--- config.mk ---
export PLATFORM = sky130hd
export DESIGN_NAME = deadline_ordered_alarm_queue_top
export DESIGN_NICKNAME = d
export VERILOG_FILES = /design/src/rtl/doaq_pkg.sv /design/src/rtl/deadline_ordered_alarm_queue_top.sv
export SDC_FILE = /design/constraint.sdc
export NUM_CORES = 2
export LEC_CHECK = 0
export ABC_CLOCK_PERIOD_IN_PS = 8189
export BUFFER_PORTS_ARGS = -buffer_cell sky130_fd_sc_hd__buf_4
export CORE_UTILIZATION = 50
export CTS_BUF_LIST = sky130_fd_sc_hd__clkbuf_2 sky130_fd_sc_hd__clkbuf_4 sky130_fd_sc_hd__clkbuf_8
export DETAILED_ROUTE_END_ITERATION = 12
export GPL_ROUTABILITY_DRIVEN = 0
export PLACE_DENSITY = 0.64
export SETUP_SLACK_MARGIN = 0.3
export SLEW_MARGIN = 5
export SYNTH_ARGS = -nofsm -noshare
export SYNTH_HDL_FRONTEND = slang
export SYNTH_SLANG_ARGS = --single-unit
--- constraint.sdc ---
create_clock -name clk_i -period 8.19 [get_ports clk_i]
set_clock_uncertainty 0.05 [all_clocks]
set_input_delay 1.638 -clock clk_i [delete_from_list [all_inputs] [get_ports clk_i]]
set_output_delay 1.638 -clock clk_i [all_outputs]
set_load 0.05 [all_outputs]
--- src/rtl/doaq_pkg.sv ---
// Package with the sizes, command codes and beat types of the deadline-ordered alarm queue.
`default_nettype none
package doaq_pkg;

  localparam int SLOT_COUNT = 16;
  localparam int TIME_BITS  = 32;
  localparam int IDX_W      = (SLOT_COUNT > 1) ? $clog2(SLOT_COUNT) : 1;
  localparam int LEN_W      = $clog2(SLOT_COUNT + 1);

  localparam logic [1:0] CMD_REGISTER = 2'd0;
  localparam logic [1:0] CMD_UPDATE   = 2'd1;
  localparam logic [1:0] CMD_TICK     = 2'd2;

  typedef struct packed {
    logic [1:0]  command;
    logic [3:0]  event_slot;
    logic [31:0] deadline;
    logic        event_kind;
    logic [31:0] payload;
  } cmd_t;

  typedef struct packed {
    logic [3:0]  fired_slot;
    logic        fired_kind;
    logic [31:0] fired_payload;
    logic [31:0] fire_time;
    logic        last_of_run;
  } res_t;

  // One position of the sorted list: the slot and its deadline.
  typedef struct packed {
    logic [IDX_W-1:0]     slot;
    logic [TIME_BITS-1:0] deadline;
  } entry_t;

  typedef struct packed {
    logic        kind;
    logic [31:0] payload;
  } kp_t;

endpackage
`default_nettype wire

--- src/rtl/deadline_ordered_alarm_queue_top.sv ---
// Top level of the deadline-ordered alarm queue: sorted list in a circular memory.
// Register or update: when queued, the list is read entry by entry to unlink the slot, then
// entries are moved one by one to insert it, as the list memory has a single read port.
// Tick: a list read, a slot data read and a capture per fired slot, until the head is not
// due or the list is empty; each beat leaves a registered output in the cycle after it is
// known whether it is the last. The receiver cannot stall: each beat shows for one cycle.
// Reset clears the tick counter, queue length, head and queued flags; memories hold garbage.
`default_nettype none
module deadline_ordered_alarm_queue_top (
  input  wire logic           clk_i,
  input  wire logic           rst_ni,
  input  wire logic           start,
  input  wire doaq_pkg::cmd_t cmd_i,
  output logic                busy,
  output logic                fire_valid_o,
  output doaq_pkg::res_t      fire_o
);

  typedef enum logic [7:0] {
    ST_IDLE   = 8'b0000_0001,
    ST_REM_RD = 8'b0000_0010,
    ST_REM_EX = 8'b0000_0100,
    ST_INS_RD = 8'b0000_1000,
    ST_INS_EX = 8'b0001_0000,
    ST_T_RD   = 8'b0010_0000,
    ST_T_EX   = 8'b0100_0000,
    ST_T_KP   = 8'b1000_0000
  } state_e;

  localparam int IW = doaq_pkg::IDX_W;
  localparam int LW = doaq_pkg::LEN_W;
  localparam int TW = doaq_pkg::TIME_BITS;
  localparam int N  = doaq_pkg::SLOT_COUNT;

  state_e                  state_q, state_d;
  logic [TW-1:0]           time_q, time_d;
  logic [LW-1:0]           len_q, len_d;
  logic [IW-1:0]           head_q, head_d;
  logic [N-1:0]            queued_q, queued_d;
  logic [LW-1:0]           cnt_q, cnt_d;
  logic                    found_q, found_d;
  logic                    pend_v_q, pend_v_d;
  logic [IW-1:0]           slot_q, slot_d;
  logic [TW-1:0]           dl_q, dl_d;
  logic [IW-1:0]           pend_slot_q, pend_slot_d;
  doaq_pkg::kp_t           pend_kp_q, pend_kp_d;
  logic                    fire_v_d;
  doaq_pkg::res_t          fire_q, fire_d;
  logic                    fire_v_q;

  doaq_pkg::entry_t        list_mem [N];
  doaq_pkg::kp_t           kp_mem [N];
  doaq_pkg::entry_t        list_rd_q, list_wdata;
  doaq_pkg::kp_t           kp_rd_q;
  logic                    list_re, list_we, kp_re, kp_we;
  logic [IW-1:0]           list_raddr, list_waddr, kp_raddr, kp_waddr;
  logic                    accept;
  doaq_pkg::entry_t        new_entry;

  // Logical list position to memory address, relative to the head.
  function automatic logic [IW-1:0] phys(input logic [IW-1:0] head, input logic [LW-1:0] p);
    logic [LW:0] s;
    s = (LW+1)'(head) + (LW+1)'(p);
    if (s >= (LW+1)'(N)) begin
      s = s - (LW+1)'(N);
    end
    return s[IW-1:0];
  endfunction

  function automatic logic [IW-1:0] inc_idx(input logic [IW-1:0] x);
    logic [IW-1:0] r;
    r = (32'(x) == N - 1) ? '0 : x + IW'(1);
    return r;
  endfunction

  assign busy     = (state_q != ST_IDLE);
  assign accept   = start && !busy;
  assign new_entry = '{slot: slot_q, deadline: dl_q};

  always_comb begin
    state_d     = state_q;
    time_d      = time_q;
    len_d       = len_q;
    head_d      = head_q;
    queued_d    = queued_q;
    cnt_d       = cnt_q;
    found_d     = found_q;
    pend_v_d    = pend_v_q;
    slot_d      = slot_q;
    dl_d        = dl_q;
    pend_slot_d = pend_slot_q;
    pend_kp_d   = pend_kp_q;
    fire_v_d    = 1'b0;
    fire_d      = fire_q;
    list_re     = 1'b0;
    list_raddr  = '0;
    list_we     = 1'b0;
    list_waddr  = '0;
    list_wdata  = new_entry;
    kp_re       = 1'b0;
    kp_raddr    = '0;
    kp_we       = 1'b0;
    kp_waddr    = cmd_i.event_slot[IW-1:0];
    case (state_q)
      ST_IDLE: begin
        if (accept) begin
          if ((cmd_i.command == doaq_pkg::CMD_REGISTER ||
               cmd_i.command == doaq_pkg::CMD_UPDATE) && 32'(cmd_i.event_slot) < N) begin
            slot_d = cmd_i.event_slot[IW-1:0];
            dl_d   = cmd_i.deadline[TW-1:0];
            kp_we  = (cmd_i.command == doaq_pkg::CMD_REGISTER);
            if (queued_q[cmd_i.event_slot[IW-1:0]]) begin
              cnt_d   = '0;
              found_d = 1'b0;
              state_d = ST_REM_RD;
            end else begin
              cnt_d   = len_q;
              state_d = ST_INS_RD;
            end
          end else if (cmd_i.command == doaq_pkg::CMD_TICK) begin
            time_d   = time_q + TW'(1);
            pend_v_d = 1'b0;
            state_d  = ST_T_RD;
          end
        end
      end
      ST_REM_RD: begin
        if (cnt_q == len_q) begin
          len_d            = len_q - LW'(1);
          queued_d[slot_q] = 1'b0;
          cnt_d            = len_q - LW'(1);
          state_d          = ST_INS_RD;
        end else begin
          list_re    = 1'b1;
          list_raddr = phys(head_q, cnt_q);
          state_d    = ST_REM_EX;
        end
      end
      ST_REM_EX: begin
        // Entries behind the unlinked one slide down by one position.
        if (found_q) begin
          list_we    = 1'b1;
          list_waddr = phys(head_q, cnt_q - LW'(1));
          list_wdata = list_rd_q;
        end
        if (list_rd_q.slot == slot_q) begin
          found_d = 1'b1;
        end
        cnt_d   = cnt_q + LW'(1);
        state_d = ST_REM_RD;
      end
      ST_INS_RD: begin
        if (cnt_q == '0) begin
          list_we          = 1'b1;
          list_waddr       = head_q;
          len_d            = len_q + LW'(1);
          queued_d[slot_q] = 1'b1;
          state_d          = ST_IDLE;
        end else begin
          list_re    = 1'b1;
          list_raddr = phys(head_q, cnt_q - LW'(1));
          state_d    = ST_INS_EX;
        end
      end
      ST_INS_EX: begin
        list_we    = 1'b1;
        list_waddr = phys(head_q, cnt_q);
        // The new entry goes ahead of every entry with an equal or later deadline.
        if (list_rd_q.deadline >= dl_q) begin
          list_wdata = list_rd_q;
          cnt_d      = cnt_q - LW'(1);
          state_d    = ST_INS_RD;
        end else begin
          len_d            = len_q + LW'(1);
          queued_d[slot_q] = 1'b1;
          state_d          = ST_IDLE;
        end
      end
      ST_T_RD: begin
        if (len_q == '0) begin
          fire_v_d = pend_v_q;
          fire_d   = '{fired_slot: 4'(pend_slot_q), fired_kind: pend_kp_q.kind,
                       fired_payload: pend_kp_q.payload, fire_time: 32'(time_q),
                       last_of_run: 1'b1};
          state_d  = ST_IDLE;
        end else begin
          list_re    = 1'b1;
          list_raddr = head_q;
          state_d    = ST_T_EX;
        end
      end
      ST_T_EX: begin
        // The held beat goes out once it is known whether another slot follows.
        fire_v_d = pend_v_q;
        fire_d   = '{fired_slot: 4'(pend_slot_q), fired_kind: pend_kp_q.kind,
                     fired_payload: pend_kp_q.payload, fire_time: 32'(time_q),
                     last_of_run: 1'b1};
        if (list_rd_q.deadline > time_q) begin
          state_d = ST_IDLE;
        end else begin
          fire_d.last_of_run         = 1'b0;
          kp_re                      = 1'b1;
          kp_raddr                   = list_rd_q.slot;
          pend_slot_d                = list_rd_q.slot;
          head_d                     = inc_idx(head_q);
          len_d                      = len_q - LW'(1);
          queued_d[list_rd_q.slot]   = 1'b0;
          state_d                    = ST_T_KP;
        end
      end
      ST_T_KP: begin
        pend_v_d  = 1'b1;
        pend_kp_d = kp_rd_q;
        state_d   = ST_T_RD;
      end
      default: begin
        state_d = ST_IDLE;
      end
    endcase
  end

  always_ff @(posedge clk_i) begin
    if (list_we) begin
      list_mem[list_waddr] <= list_wdata;
    end
    if (list_re) begin
      list_rd_q <= list_mem[list_raddr];
    end
    if (kp_we) begin
      kp_mem[kp_waddr] <= '{kind: cmd_i.event_kind, payload: cmd_i.payload};
    end
    if (kp_re) begin
      kp_rd_q <= kp_mem[kp_raddr];
    end
  end

  always_ff @(posedge clk_i or negedge rst_ni) begin
    if (!rst_ni) begin
      state_q  <= ST_IDLE;
      time_q   <= '0;
      len_q    <= '0;
      head_q   <= '0;
      queued_q <= '0;
      pend_v_q <= 1'b0;
      fire_v_q <= 1'b0;
    end else begin
      state_q  <= state_d;
      time_q   <= time_d;
      len_q    <= len_d;
      head_q   <= head_d;
      queued_q <= queued_d;
      pend_v_q <= pend_v_d;
      fire_v_q <= fire_v_d;
    end
  end

  always_ff @(posedge clk_i) begin
    cnt_q       <= cnt_d;
    found_q     <= found_d;
    slot_q      <= slot_d;
    dl_q        <= dl_d;
    pend_slot_q <= pend_slot_d;
    pend_kp_q   <= pend_kp_d;
    fire_q      <= fire_d;
  end

  assign fire_valid_o = fire_v_q;
  assign fire_o       = fire_q;

  a_len_bound: assert property (@(posedge clk_i) disable iff (!rst_ni)
    32'(len_q) <= N)
    else $error("queue length exceeds slot count");

  a_len_matches_flags: assert property (@(posedge clk_i) disable iff (!rst_ni)
    state_q == ST_IDLE |-> $countones(queued_q) == 32'(len_q))
    else $error("queued flags disagree with queue length");

  a_beat_from_tick: assert property (@(posedge clk_i) disable iff (!rst_ni)
    fire_v_d |-> (state_q == ST_T_RD || state_q == ST_T_EX))
    else $error("result beat outside a tick");

  a_tick_busy: assert property (@(posedge clk_i) disable iff (!rst_ni)
    accept && cmd_i.command == doaq_pkg::CMD_TICK |=> state_q == ST_T_RD)
    else $error("tick not started");

endmodule
`default_nettype wire
==> out/qor.yml <==
place:
  dp_hpwl_um: 73400
  port_buffers: 145
  place_worst_setup_slack_ns: 3.73
floorplanning:
  dieHeight_um: 334
  rows: 121
  initial_utilization_pct: 50.5
  dieArea_mm2: 0.111
  io_pins: 146
  die_x_um: 334
  core_area_mm2: 0.109
global_route:
  grt-ovfl-total: 0
  antenna_found_initial: 8
  grt_max_degree: 175
  grt_use_total_pct: 25.3
  grt_pass1_vias: 32000
  grt_pass1_wl_um: 207000
power_and_ir_drop:
  p_leak_uw: 0.0211
  switching_share_pct: 27.1
  clkPwrFrac_pct: 34.8
  ir_drop_mv: 0.165
  total_power_uw: 16200
  power_frac_seq_pct: 51.5
  combPwrFrac_pct: 13.6
  internal_power_uw: 11800
  p_per_area_mw_per_mm2: 260
  p_sw_uw: 4390
route:
  drcViolationCount: 0
  wl_um: 141000
  avgRoutedWirePerCell_um: 26.0
  dr.pass1.iters: 5
  drtIter0Drc: 3587
  viasPerCell: 6.04
  vias: 32800
  ant_nets: 0
synth:
  syn_nets: 3768
  synth_area_leaders: "edfxtp_1 72%, nand2_1 3.9%, dfrtp_1 3.0%"
  syn_area_per_cell_um2: 15.2
  ys_seq_elements: 1389
  synth_cell_type_count: 88
  synth_area_mm2: 0.0551
  ys.flop_type: "edfxtp_1"
  yosys.area.top_type: "edfxtp_1"
  synth_seq_area_share_pct: 75.1
  async_reset_ff_share_pct: 4.82
  yosys_warnings: 0
  synth_edf_count: 1322
  synthesis.instances: 3616
  synth_top_area_share_pct: 72.1
cts:
  clkSinkCount: 1389
  htreeDepth: 4
  numCtsBuffers: 215
  clk_latency_ns: 0.91
  cts-hold-fix-buffers: 0
  cts_tree: "built"
  cts_root_buf: "clkbuf_8"
  post_cts_resized: 0
  clk_pin_slew_ns: 0.07
  clockBufferDepth: 3
  postCtsSetupBuffers: 0
timing:
  fmaxAchievable_mhz: 221
  min_period_ns: 4.52
  maxSlewHeadroom_pct: 22.1
  fin_crit_sh_pct: 55.2
  final-setup-viol-count: 0
  fin_hold_ws_ns: 0.363
  setup_ws_ns: 3.67
  tns_ns: 0
  hold_viol_final: 0
  tightest_slew_ns: 1.17
  rsz0062_at_grt: "false"
  slew_violations: 0
setup_path:
  end_kind: "flop"
  critPathKind: "reg2reg"
  worstPathBufferInverterCount: 2
  required_ns: 8.71
  cp_max_fo: 48
  cp_slowest_cell: "nor2_4"
  crit_arrival_ns: 5.04
  cp_slowest_stage_delay_ns: 0.83
  critPathLaunchType: "flop"
  cp_top_family: "simple AND/OR/NAND/NOR gates"
  cp_cell_sequence: "inv_1, ha_1, or3b_1, or2_1, nand3_1, o221ai_1, nor2_4, buf_4, a32oi_1, nand4_1, o21ai_1"
cells_and_area:
  area_delta_synth_final_pct: 12.8
  drive_gt1_share_pct: 17.9
  nets: 3997
run_status:
  status: "completed"
hold_path:
  worstHoldPathType: "reg2reg"
job:
  drv_cap: 0
metal layers:
metal  global-route usage [%]  vias up  routed length, um
met1                     35.6    16700              58900
li1                         -    14400                  -
met5                        0        -                 30
met4                     8.42        4               3360
met2                     40.0     1523              66900
met3                     4.76      234              12100
cell families after synthesis:
| logic type | count (synthesis) | synth area share [%] |
|---|---|---|
| flops | 1389 | 75.1 |
| mux | 155 | 4.51 |
| compound gates | 447 | 5.43 |
| xor+xnor | 57 | 0.907 |
| fa+ha+maj | 78 | 1.80 |
| simple gates | 1208 | 10.1 |
| buf+inv | 282 | 2.10 |
stage by stage:
stage / utilization [%] / cells / cell area, um2
after floorplan: - / 3616 / 55100
after global placement: 53.1 / 5042 / 57900
after detailed placement: 53.1 / 5042 / 57900
after CTS: 57.0 / 5430 / 62100
after global routing: 57.0 / 5435 / 62100
final: 57.0 / 5435 / 62100
power groups by stage:
stage               clock [uW]  combinational, uW  sequential (uW)
global placement             0               2170             8480
finish                    5630               2210             8340
global route              6030               2410             8350
CTS                       5730               2200             8330
detailed placement           0               2190             8480
floorplan                    0               1480             8410
path summary, 6_finish.rpt:
check / from / to / slack, ns / depth (start not counted)
max in group asynchronous: rst_ni / time_q[5]$_DFFE_PN0P_ / 6.62 / 1
setup reg to reg: cnt_q[0]$_DFFE_PP_ / list_rd_q[2]$_DFFE_PP_ / 3.67 / 11
hold reg to reg: pend_kp_q[20]$_DFFE_PP_ / fire_o[53]$_DFFE_PP_ / 0.36 / 0
hold / removal: pend_kp_q[20]$_DFFE_PP_ / fire_o[53]$_DFFE_PP_ / 0.36 / 0
setup / recovery: cnt_q[0]$_DFFE_PP_ / list_rd_q[2]$_DFFE_PP_ / 3.67 / 11
min in group asynchronous: rst_ni / len_q[4]$_DFFE_PN0P_ / 0.84 / 1
sequential cells by signal, indices dropped and copies added (netlist names), 8 cells and up:
signal     cells
pend_kp_q     33
fire_o        70
kp_rd_q       33
queued_q      16
time_q        32
dl_q          32
kp_mem       528
list_rd_q     36
state_q        8
list_mem     576
synth_stat cells (all sizes together) (11+ instances only):
master	n
a21o	11
a32oi	48
buf	71
inv	84
xnor2	48
o21ai	123
nor2	122
nand2b	14
mux2	34
a31oi	17
clkbuf	125
o221ai	45
edfxtp	1322
nand2	576
nand3	271
o21bai	29
mux2i	50
nor3	60
o22ai	70
mux4	71
nor4	40
dfrtp	66
nand4	84
a21oi	56
ha	76
layout by cell type (no fill, tap or decap), types with 70 or more instances in the layout:
master,n
nand2_1,572
edfxtp_1,1322
clkbuf_8,219
nand4_1,83
buf_4,204
o22ai_1,70
ha_1,76
mux4_2,71
nor2_1,88
nand3_1,269
o21ai_0,79
inv_1,81
final cells by class:
type                    count  area, um2
clock buffers             284       3500
multi-input cells        1945      12800
inverters                  86        323
fillers                  8471      46900
clock inverters           104        677
repair buffers            208       1610
flip-flops and latches   1389      41400
diodes                      5       12.5
well taps                1414       1770
Note: power is estimated with default switching activity, not from simulation.
